==> src/sv/jsu_pkg.sv <==
`timescale 1ns / 1ps
// Shared types and decode functions for the JSON string unescaper.
// No dependencies; used by json_string_unescape.

package jsu_pkg;

  typedef enum logic [1:0] {
    PH_IDLE = 2'd0,
    PH_BODY = 2'd1,
    PH_ESC  = 2'd2,
    PH_HEX  = 2'd3
  } phase_t;

  typedef enum logic [1:0] {
    KIND_BYTE = 2'd0,
    KIND_END  = 2'd1,
    KIND_ERR  = 2'd2
  } kind_t;

  localparam logic [7:0] CH_NUL   = 8'h00;
  localparam logic [7:0] CH_QUOTE = 8'h22;
  localparam logic [7:0] CH_BSL   = 8'h5c;
  localparam logic [7:0] CH_SLASH = 8'h2f;
  localparam logic [7:0] CH_B     = 8'h62;
  localparam logic [7:0] CH_F     = 8'h66;
  localparam logic [7:0] CH_N     = 8'h6e;
  localparam logic [7:0] CH_R     = 8'h72;
  localparam logic [7:0] CH_T     = 8'h74;
  localparam logic [7:0] CH_U     = 8'h75;

  typedef struct packed {
    logic [7:0] data;
    kind_t      kind;
    logic       last;
  } result_t;

  typedef struct packed {
    phase_t     phase;
    logic [1:0] hex_left;
    logic [7:0] code_low;
    logic [1:0] n_res;
    result_t    res0;
    result_t    res1;
  } step_t;

  // Bit 4 set marks a valid hex digit, low nibble holds its value.
  function automatic logic [4:0] hex_val(logic [7:0] c);
    logic [4:0] v;
    v = 5'd0;
    if (c >= 8'h30 && c <= 8'h39) begin
      v = {1'b1, 4'(c - 8'h30)};
    end else if (c >= 8'h61 && c <= 8'h66) begin
      v = {1'b1, 4'(c - 8'h57)};
    end else if (c >= 8'h41 && c <= 8'h46) begin
      v = {1'b1, 4'(c - 8'h37)};
    end
    return v;
  endfunction

  function automatic result_t mk_res(logic [7:0] d, kind_t k, logic l);
    result_t r;
    r.data = d;
    r.kind = k;
    r.last = l;
    return r;
  endfunction

  function automatic step_t decode(phase_t ph, logic [1:0] hl, logic [7:0] cl,
                                   logic [7:0] c);
    step_t      s;
    logic [4:0] h;
    logic [7:0] code;
    h    = hex_val(c);
    code = {cl[3:0], h[3:0]};
    s.phase    = ph;
    s.hex_left = hl;
    s.code_low = cl;
    s.n_res    = 2'd0;
    s.res0     = mk_res(CH_NUL, KIND_ERR, 1'b1);
    s.res1     = mk_res(c, KIND_BYTE, 1'b1);
    unique case (ph)
      PH_IDLE: begin
        if (c == CH_QUOTE) begin
          s.phase = PH_BODY;
        end else begin
          s.n_res = 2'd1;
        end
      end
      PH_BODY: begin
        if (c == CH_NUL) begin
          s.n_res = 2'd1;
        end else if (c == CH_QUOTE) begin
          s.phase = PH_IDLE;
          s.n_res = 2'd1;
          s.res0  = mk_res(CH_NUL, KIND_END, 1'b1);
        end else if (c == CH_BSL) begin
          s.phase = PH_ESC;
        end else begin
          s.n_res = 2'd1;
          s.res0  = mk_res(c, KIND_BYTE, 1'b1);
        end
      end
      PH_ESC: begin
        s.phase = PH_BODY;
        s.n_res = 2'd1;
        case (c)
          CH_NUL:   s.res0 = mk_res(CH_NUL, KIND_ERR, 1'b1);
          CH_QUOTE: s.res0 = mk_res(CH_QUOTE, KIND_BYTE, 1'b1);
          CH_BSL:   s.res0 = mk_res(CH_BSL, KIND_BYTE, 1'b1);
          CH_SLASH: s.res0 = mk_res(CH_SLASH, KIND_BYTE, 1'b1);
          CH_B:     s.res0 = mk_res(8'h08, KIND_BYTE, 1'b1);
          CH_F:     s.res0 = mk_res(8'h0c, KIND_BYTE, 1'b1);
          CH_N:     s.res0 = mk_res(8'h0a, KIND_BYTE, 1'b1);
          CH_R:     s.res0 = mk_res(8'h0d, KIND_BYTE, 1'b1);
          CH_T:     s.res0 = mk_res(8'h09, KIND_BYTE, 1'b1);
          CH_U: begin
            s.phase    = PH_HEX;
            s.hex_left = 2'd3;
            s.code_low = 8'h00;
            s.n_res    = 2'd0;
          end
          default: begin
            // unknown escape: pass backslash and the character through
            s.n_res = 2'd2;
            s.res0  = mk_res(CH_BSL, KIND_BYTE, 1'b0);
          end
        endcase
        if (c == CH_NUL) begin
          s.phase    = PH_IDLE;
          s.hex_left = 2'd0;
          s.code_low = 8'h00;
        end
      end
      PH_HEX: begin
        if (!h[4]) begin
          s.n_res = 2'd1;
        end else begin
          s.code_low = code;
          if (hl == 2'd0) begin
            s.phase = PH_BODY;
            s.n_res = 2'd1;
            s.res0  = mk_res(code, KIND_BYTE, 1'b1);
          end else begin
            s.hex_left = hl - 2'd1;
          end
        end
      end
      default: s.phase = PH_IDLE;
    endcase
    // errors drop the string and clear the code state
    if (s.n_res == 2'd1 && s.res0.kind == KIND_ERR) begin
      s.phase    = PH_IDLE;
      s.hex_left = 2'd0;
      s.code_low = 8'h00;
    end
    return s;
  endfunction

endpackage

==> src/sv/json_string_unescape.sv <==
`timescale 1ns / 1ps
// JSON string unescaper top level: decode state and a two-entry result queue.
// Depends on jsu_pkg for types and the byte decode function.
// Results are registered in the result queue; out_ shows the queue head.
// Throughput: one byte per cycle unless in_stall is high; an unknown escape yields
// two results, and in_stall holds a byte until the two-entry result queue has room.
// Reset: synchronous active-low rst_n returns to idle with an empty queue.

module json_string_unescape (
  input  logic       clk,
  input  logic       rst_n,
  input  logic       in_valid,
  output logic       in_stall,
  input  logic [7:0] in_byte,
  output logic       out_valid,
  input  logic       out_stall,
  output logic [7:0] out_byte,
  output logic [1:0] out_kind,
  output logic       out_last
);

  jsu_pkg::phase_t  phase_r, phase_nxt;
  logic [1:0]       hex_left_r, hex_left_nxt;
  logic [7:0]       code_low_r, code_low_nxt;
  logic [1:0]       cnt_r, cnt_nxt;
  jsu_pkg::result_t q_r [2];
  jsu_pkg::result_t q_nxt [2];

  jsu_pkg::step_t   step;
  logic             in_xfer;
  logic             out_xfer;
  logic [1:0]       cnt_pop;

  assign step = jsu_pkg::decode(phase_r, hex_left_r, code_low_r, in_byte);

  // admit a byte only when the queue has room for all its results
  assign in_stall  = ({1'b0, step.n_res} + {1'b0, cnt_r}) > 3'd2;
  assign in_xfer   = in_valid && !in_stall;
  assign out_valid = (cnt_r != 2'd0);
  assign out_xfer  = out_valid && !out_stall;

  assign out_byte  = q_r[0].data;
  assign out_kind  = q_r[0].kind;
  assign out_last  = q_r[0].last;

  always_comb begin
    phase_nxt    = phase_r;
    hex_left_nxt = hex_left_r;
    code_low_nxt = code_low_r;
    q_nxt[0]     = q_r[0];
    q_nxt[1]     = q_r[1];
    cnt_pop      = cnt_r;
    if (out_xfer) begin
      q_nxt[0] = q_r[1];
      cnt_pop  = cnt_r - 2'd1;
    end
    cnt_nxt = cnt_pop;
    if (in_xfer) begin
      phase_nxt    = step.phase;
      hex_left_nxt = step.hex_left;
      code_low_nxt = step.code_low;
      if (step.n_res != 2'd0) begin
        q_nxt[cnt_pop[0]] = step.res0;
      end
      if (step.n_res == 2'd2) begin
        q_nxt[1] = step.res1;
      end
      cnt_nxt = cnt_pop + step.n_res;
    end
  end

  always_ff @(posedge clk) begin
    if (!rst_n) begin
      phase_r    <= jsu_pkg::PH_IDLE;
      hex_left_r <= 2'd0;
      code_low_r <= 8'h00;
      cnt_r      <= 2'd0;
    end else begin
      phase_r    <= phase_nxt;
      hex_left_r <= hex_left_nxt;
      code_low_r <= code_low_nxt;
      cnt_r      <= cnt_nxt;
    end
  end

  always_ff @(posedge clk) begin
    q_r[0] <= q_nxt[0];
    q_r[1] <= q_nxt[1];
  end

endmodule

==> config.mk <==
export PLATFORM = sky130hd
export DESIGN_NAME = json_string_unescape
export DESIGN_NICKNAME = d
export VERILOG_FILES = /design/src/sv/jsu_pkg.sv /design/src/sv/json_string_unescape.sv
export SDC_FILE = /design/constraint.sdc
export NUM_CORES = 1
export LEC_CHECK = 0
export BUFFER_PORTS_ARGS = -buffer_cell sky130_fd_sc_hd__buf_2
export CAP_MARGIN = 40
export CORE_ASPECT_RATIO = 2
export CORE_MARGIN = 1
export CORE_UTILIZATION = 35
export DETAILED_ROUTE_END_ITERATION = 6
export PLACE_DENSITY_LB_ADDON = 0.08
export SETUP_SLACK_MARGIN = 0.05
export SLEW_MARGIN = 20
export SYNTH_ARGS = -nofsm -noshare
export SYNTH_HDL_FRONTEND = slang
export SYNTH_SLANG_ARGS = --single-unit
export TNS_END_PERCENT = 10
==> constraint.sdc <==
create_clock -name clk -period 4.2 [get_ports clk]
set_input_delay 0.42 -clock clk [delete_from_list [all_inputs] [get_ports clk]]
set_output_delay 0.42 -clock clk [all_outputs]
set_load 0.005 [all_outputs]
======== Word-level counts from Yosys, hierarchy flattened ========
Memories as Yosys holds them, arrays and structs flattened.
Index checks and enable logic that the tools add are counted.
operators by class
  $lt $le $gt $ge ......................... 9
  equality and inequality tests ........... 22
  bitwise gates (word level) .............. 1
  mux-type cells .......................... 36
  reductions and logical operators ........ 20
  add/subtract/negate cells ............... 7
operators by type and width
  operator               count
  $pmux W10 S9           1
  $mux W12               7
  $eq A8 B7 Y1 const B   7
  $mux W11               5
  $mux W22               2
  $pmux W11 S3           1
  $bwmux W22             1
  $pmux W10 S2           1
  $eq A8 B6 Y1 const B   2
  $ge A8 B7 Y1 const B   2
  $le A8 B7 Y1 const B   2
  $mux W2                8
  $pmux W2 S4            2
  $mux W5                3
  $ne A3 B3 Y1 const B   5
  $demux W11 S1          1
  $reduce_or A9 Y1       1
  $eq A2 B2 Y1 const B   4
  $ge A8 B6 Y1 const B   1
  $le A8 B6 Y1 const B   1
  $logic_not A8 Y1       1
  $sub A4 B3 Y4 const B  2
  $logic_and A1 B1 Y1    7
  $reduce_and A6 Y1      1
  other kinds (20)       27
word-level totals
  memories kept ........................... 1
  output and inout bits ................... 13
  memory bits (writable) .................. 22
  flip-flop bits (word level) ............. 10
  input port bits ......................... 12
memory list
  memory  words  bits a word  read ports  clocked after memory_dff  wr ports  RTL line                    source
  q_r     2      11           2           0                         2         json_string_unescape.sv:26  jsu_pkg::result_t q_r [2];

======== Logic depth before layout (Yosys ltp) ========
  word-level depth ........................ 13
  mapped depth ............................ 17
  gate-level depth less buffers ........... 15

======== Worst setup path after synthesis ========
Ideal clock, no wire load.
  path kind ............................... input to register
  start point ............................. input port in_byte[0]
  end point ............................... memory q_r[0][11] (netlist bit) (enable)
  data arrival time ....................... 3.850 ns
  stages .................................. 15
  setup time .............................. 0.383 ns
  path slack .............................. -0.032 ns
  cells stage by stage .................... buf_6 -> inv_1 -> ha_1 -> nor4bb_1 -> a41oi_1 -> o21ai_0 -> o221a_4 -> clkbuf_1 -> inv_1 -> ha_1 -> fa_1 -> a21oi_1 -> nand2_1 -> clkbuf_1 -> a21oi_1
RTL lines
  item         RTL line                    source
  from (decl)  json_string_unescape.sv:14  input logic [7:0] in_byte,
  to (decl)    json_string_unescape.sv:26

======== Worst setup path in the final report ========
  start point ............................. input port in_byte[1]
  end point ............................... register code_low_r[2]
between the ends
  word-level cells in the longest chain between the ends .. 12
ends and longest elaborated chain
  item                                                 RTL line                    source
  $ge A8 B7 Y1 / $le A8 B7 Y1 (equally long branches)  jsu_pkg.sv:54               end else if (c >= 8'h41 && c <= 8'h46) begin
  $logic_and A1 B1 Y1                                  jsu_pkg.sv:54
  $mux W5                                              jsu_pkg.sv:54
  $mux W5                                              jsu_pkg.sv:52               end else if (c >= 8'h61 && c <= 8'h66) begin
  $mux W5                                              jsu_pkg.sv:50               if (c >= 8'h30 && c <= 8'h39) begin
  $mux W1                                              jsu_pkg.sv:135              if (!h[4]) begin
  $pmux W2 S4                                          jsu_pkg.sv:81               unique case (ph)
  $add A2 B2 Y3                                        json_string_unescape.sv:37  assign in_stall = ({1'b0, step.n_res} + {1'b0, cnt_r}) > 3'd2;
  $gt A3 B2 Y1                                         json_string_unescape.sv:37
  $logic_not A1 Y1                                     json_string_unescape.sv:38  assign in_xfer = in_valid && !in_stall;
  $logic_and A1 B1 Y1                                  json_string_unescape.sv:38
  $reduce_and A4 Y1 (no line)                          n/a
  to (signal assigned)                                 json_string_unescape.sv:81  code_low_r <= code_low_nxt;
  to (decl)                                            json_string_unescape.sv:24  logic [7:0] code_low_r, code_low_nxt;
Parallel ways exist; a longest one is shown, timed or not. The select of a mux whose other input is x is not followed.
A chain may end at the register's enable or synchronous reset.

==> flow_summary.ini <==
[clocking]
clock_latency_ns = 0.28
htree_levels = 2
cts.sinks = 32
cts_resized = 0
clk_pin_slew_ns = 0.06
cts_root_buf = clkbuf_16
clk_path_buf_depth = 2
ctsHoldBuffers = 0
cts_setup_buffers = 0
cts_tree = done
numCtsBuffers = 5

[setup_path]
cp.arrival_ns = 4.06
reg2reg_depth = 14
cp-end-kind = register
r2r-start = phase_r[1]
regToRegEndpoint = code_low_r[2]
critPathRequiredTime_ns = 4.42
crit_fanout = 8
crit_end = code_low_r[2]
r2r_setup_slack_ns = 0.64
critPathLaunch = in_byte[1]
path_class = input port to register
start_kind = input port

[finish]
syn2layout_area_growth_pct = 14.8
drive_above_1_share = 0.214
final_util = 0.411
antenna_cells = 0
stdcell_area_mm2 = 0.00296
layout.nets = 358

[power]
switching_power_uw = 544
swShare = 0.349
power_density_mw_per_mm2 = 527
power_leakage_uw = 0.00106
p_clk_frac = 0.268
internal_power_uw = 1020
ir_drop_v = 0.000172
p_seq_frac = 0.336
combPwrFrac = 0.396
finalPower_uw = 1560

[yosys]
synthTopCellsByArea = dfxtp_1 16%, edfxtp_1 13%, ha_1 6.8%, o21ai_0 5.6%, mux2i_1 4.7%
avgSynthCellArea_um2 = 8.35
synthArstFlopShare = 0
yosys.area.top_type_share = 0.163
synth_area_leader_cell = dfxtp_1
ys_top_cells_by_count = 29 x nand2_1, 29 x o21ai_0, 21 x dfxtp_1, 19 x a21oi_1
synth.yosys.warnings = 0
ys_seq_elements = 32
ys.flop_type = dfxtp_1
synth.distinct_cells = 61
syn_inst = 309
synth.net_count = 336
seq_area_frac_synth = 0.291
synth_area_mm2 = 0.00258
synth_edf_count = 11

[grt]
grt_max_degree = 22
grt_pass1_vias = 2260
met3_usage = 0.0304
antenna_found_initial = 0
grt_overflow = 0
track_usage = 0.202
grtUsageMet1 = 0.207
grt_use_met2 = 0.387
top_usage_layer = met2
grt_pass1_wl_um = 11700

[routing]
via_per_inst = 5.56
vias = 2359
wl_um = 7400
antenna_left = 0
wire_per_inst_um = 17.5
drt_iter0_markers = 102
drtPass1Iterations = 4
drc_errors = 0

[worst_hold_path]
hp-start = rst_n
hp-class = input port to register

[placed_design]
place_hpwl_um = 5780
io_buffer_count = 24
place_ws_ns = 0.0866
place_area_mm2 = 0.00280
gp_congestion = 0.879

[floorplanning]
ios = 25
fp.dieW_um = 62.7
fp-row-count = 44
die_y_um = 123
start_util = 0.358
die_area_mm2 = 0.00774
core-area_mm2 = 0.00721

[timing]
tightest_slew_ns = 0.590
finalCritPeriodShare = 0.914
slew_headroom = 0.603
clock_skew_ns = 0.00568
hold_viol = 0
setup_violations = 0
fin_setup_tns_ns = 0
finalCriticalPeriod_ns = 3.84
worst_slack_ns = 0.362
slew_viol_final = 0
fmax_mhz = 261
rsz0062_at_grt = false

[status]
status = completed

[run]
drv_cap = 0
-- layer usage --
metal	vias to the layer above	part of all wire
li1	1179	-
met1	1116	0.39
met2	49	0.55
met3	15	0.026
met4	0	0.035
met5	-	0
-- power by group through the flow --
stage / registers [uW] / logic, uW / clock network (uW)
detailed placement: 532 / 630 / 0
CTS: 527 / 629 / 427
floorplan: 516 / 486 / 0
global placement: 528 / 622 / 0
finish: 525 / 618 / 419
global route: 538 / 700 / 440
-- sequential cells by signal (all words and copies together) (netlist names) --
signal and flops:
q_r 22, code_low_r 4, cnt_r 2, hex_left_r 2, phase_r 2
-- critical path: stages --
cell and delay (ns):
buf_2 0.15, inv_1 0.12, ha_1 0.25, nor4bb_1 0.43
a41oi_1 0.20, o21ai_0 0.22, o221a_4 0.20, inv_1 0.06
ha_1 0.19, fa_1 0.43, a21oi_1 0.17, nand2_1 0.10
or3b_2 0.50, a211oi_1 0.24, nand3_1 0.19, o2bb2ai_1 0.17
-- cell usage in the layout (no fill, tap or decap), types with 11 or more instances in the layout --
| master | Yosys | layout |
|---|---|---|
| o21ai_0 | 29 | 29 |
| buf_2 | 5 | 24 |
| edfxtp_1 | 11 | 11 |
| a21oi_1 | 19 | 18 |
| ha_1 | 14 | 14 |
| buf_4 | 10 | 21 |
| nor2_1 | 16 | 16 |
| dfxtp_1 | 21 | 21 |
| mux2i_1 | 12 | 12 |
| nand2_1 | 29 | 29 |
| inv_1 | 16 | 16 |
| nand3_1 | 14 | 14 |
-- cells by family (layout without fill, tap and decap cells) --
group | Yosys count | in the layout | share of synthesized area
compound gates | 98 | 98 | 0.256
flops | 32 | 32 | 0.291
fa+ha+maj | 15 | 15 | 0.0757
simple gates | 100 | 100 | 0.219
buf+inv | 47 | 70 | 0.0951
mux | 12 | 12 | 0.0466
xor+xnor | 5 | 5 | 0.0170
-- cell type report --
class | count | area [um^2]
clock buffer | 6 | 129
clock inverter | 2 | 35.0
fill | 774 | 4250
inverter | 17 | 66.3
multi-input combinational | 230 | 1590
sequential | 32 | 751
tap | 92 | 115
timing repair buffer | 45 | 278
-- worst min-delay path by stage --
stage | slack, ns | end | depth (start not counted)
2_1_floorplan | 0.43 | code_low_r[1] | 1
3_3_place_gp | 0.45 | code_low_r[1] | 1
3_5_place_dp | 0.46 | code_low_r[1] | 1
4_1_cts | 0.43 | phase_r[0] | 3
5_1_grt | 0.47 | hex_left_r[0] | 3
6_report | 0.43 | phase_r[0] | 3
-- through the flow --
stage / hold WS [ns] / std cells
after floorplan: 0.432 / 309
after global placement: 0.452 / 416
after global routing: 0.466 / 424
final: 0.432 / 424
after detailed placement: 0.459 / 416
after CTS: 0.433 / 424
No activity file was read; power rests on OpenSTA's default activity.
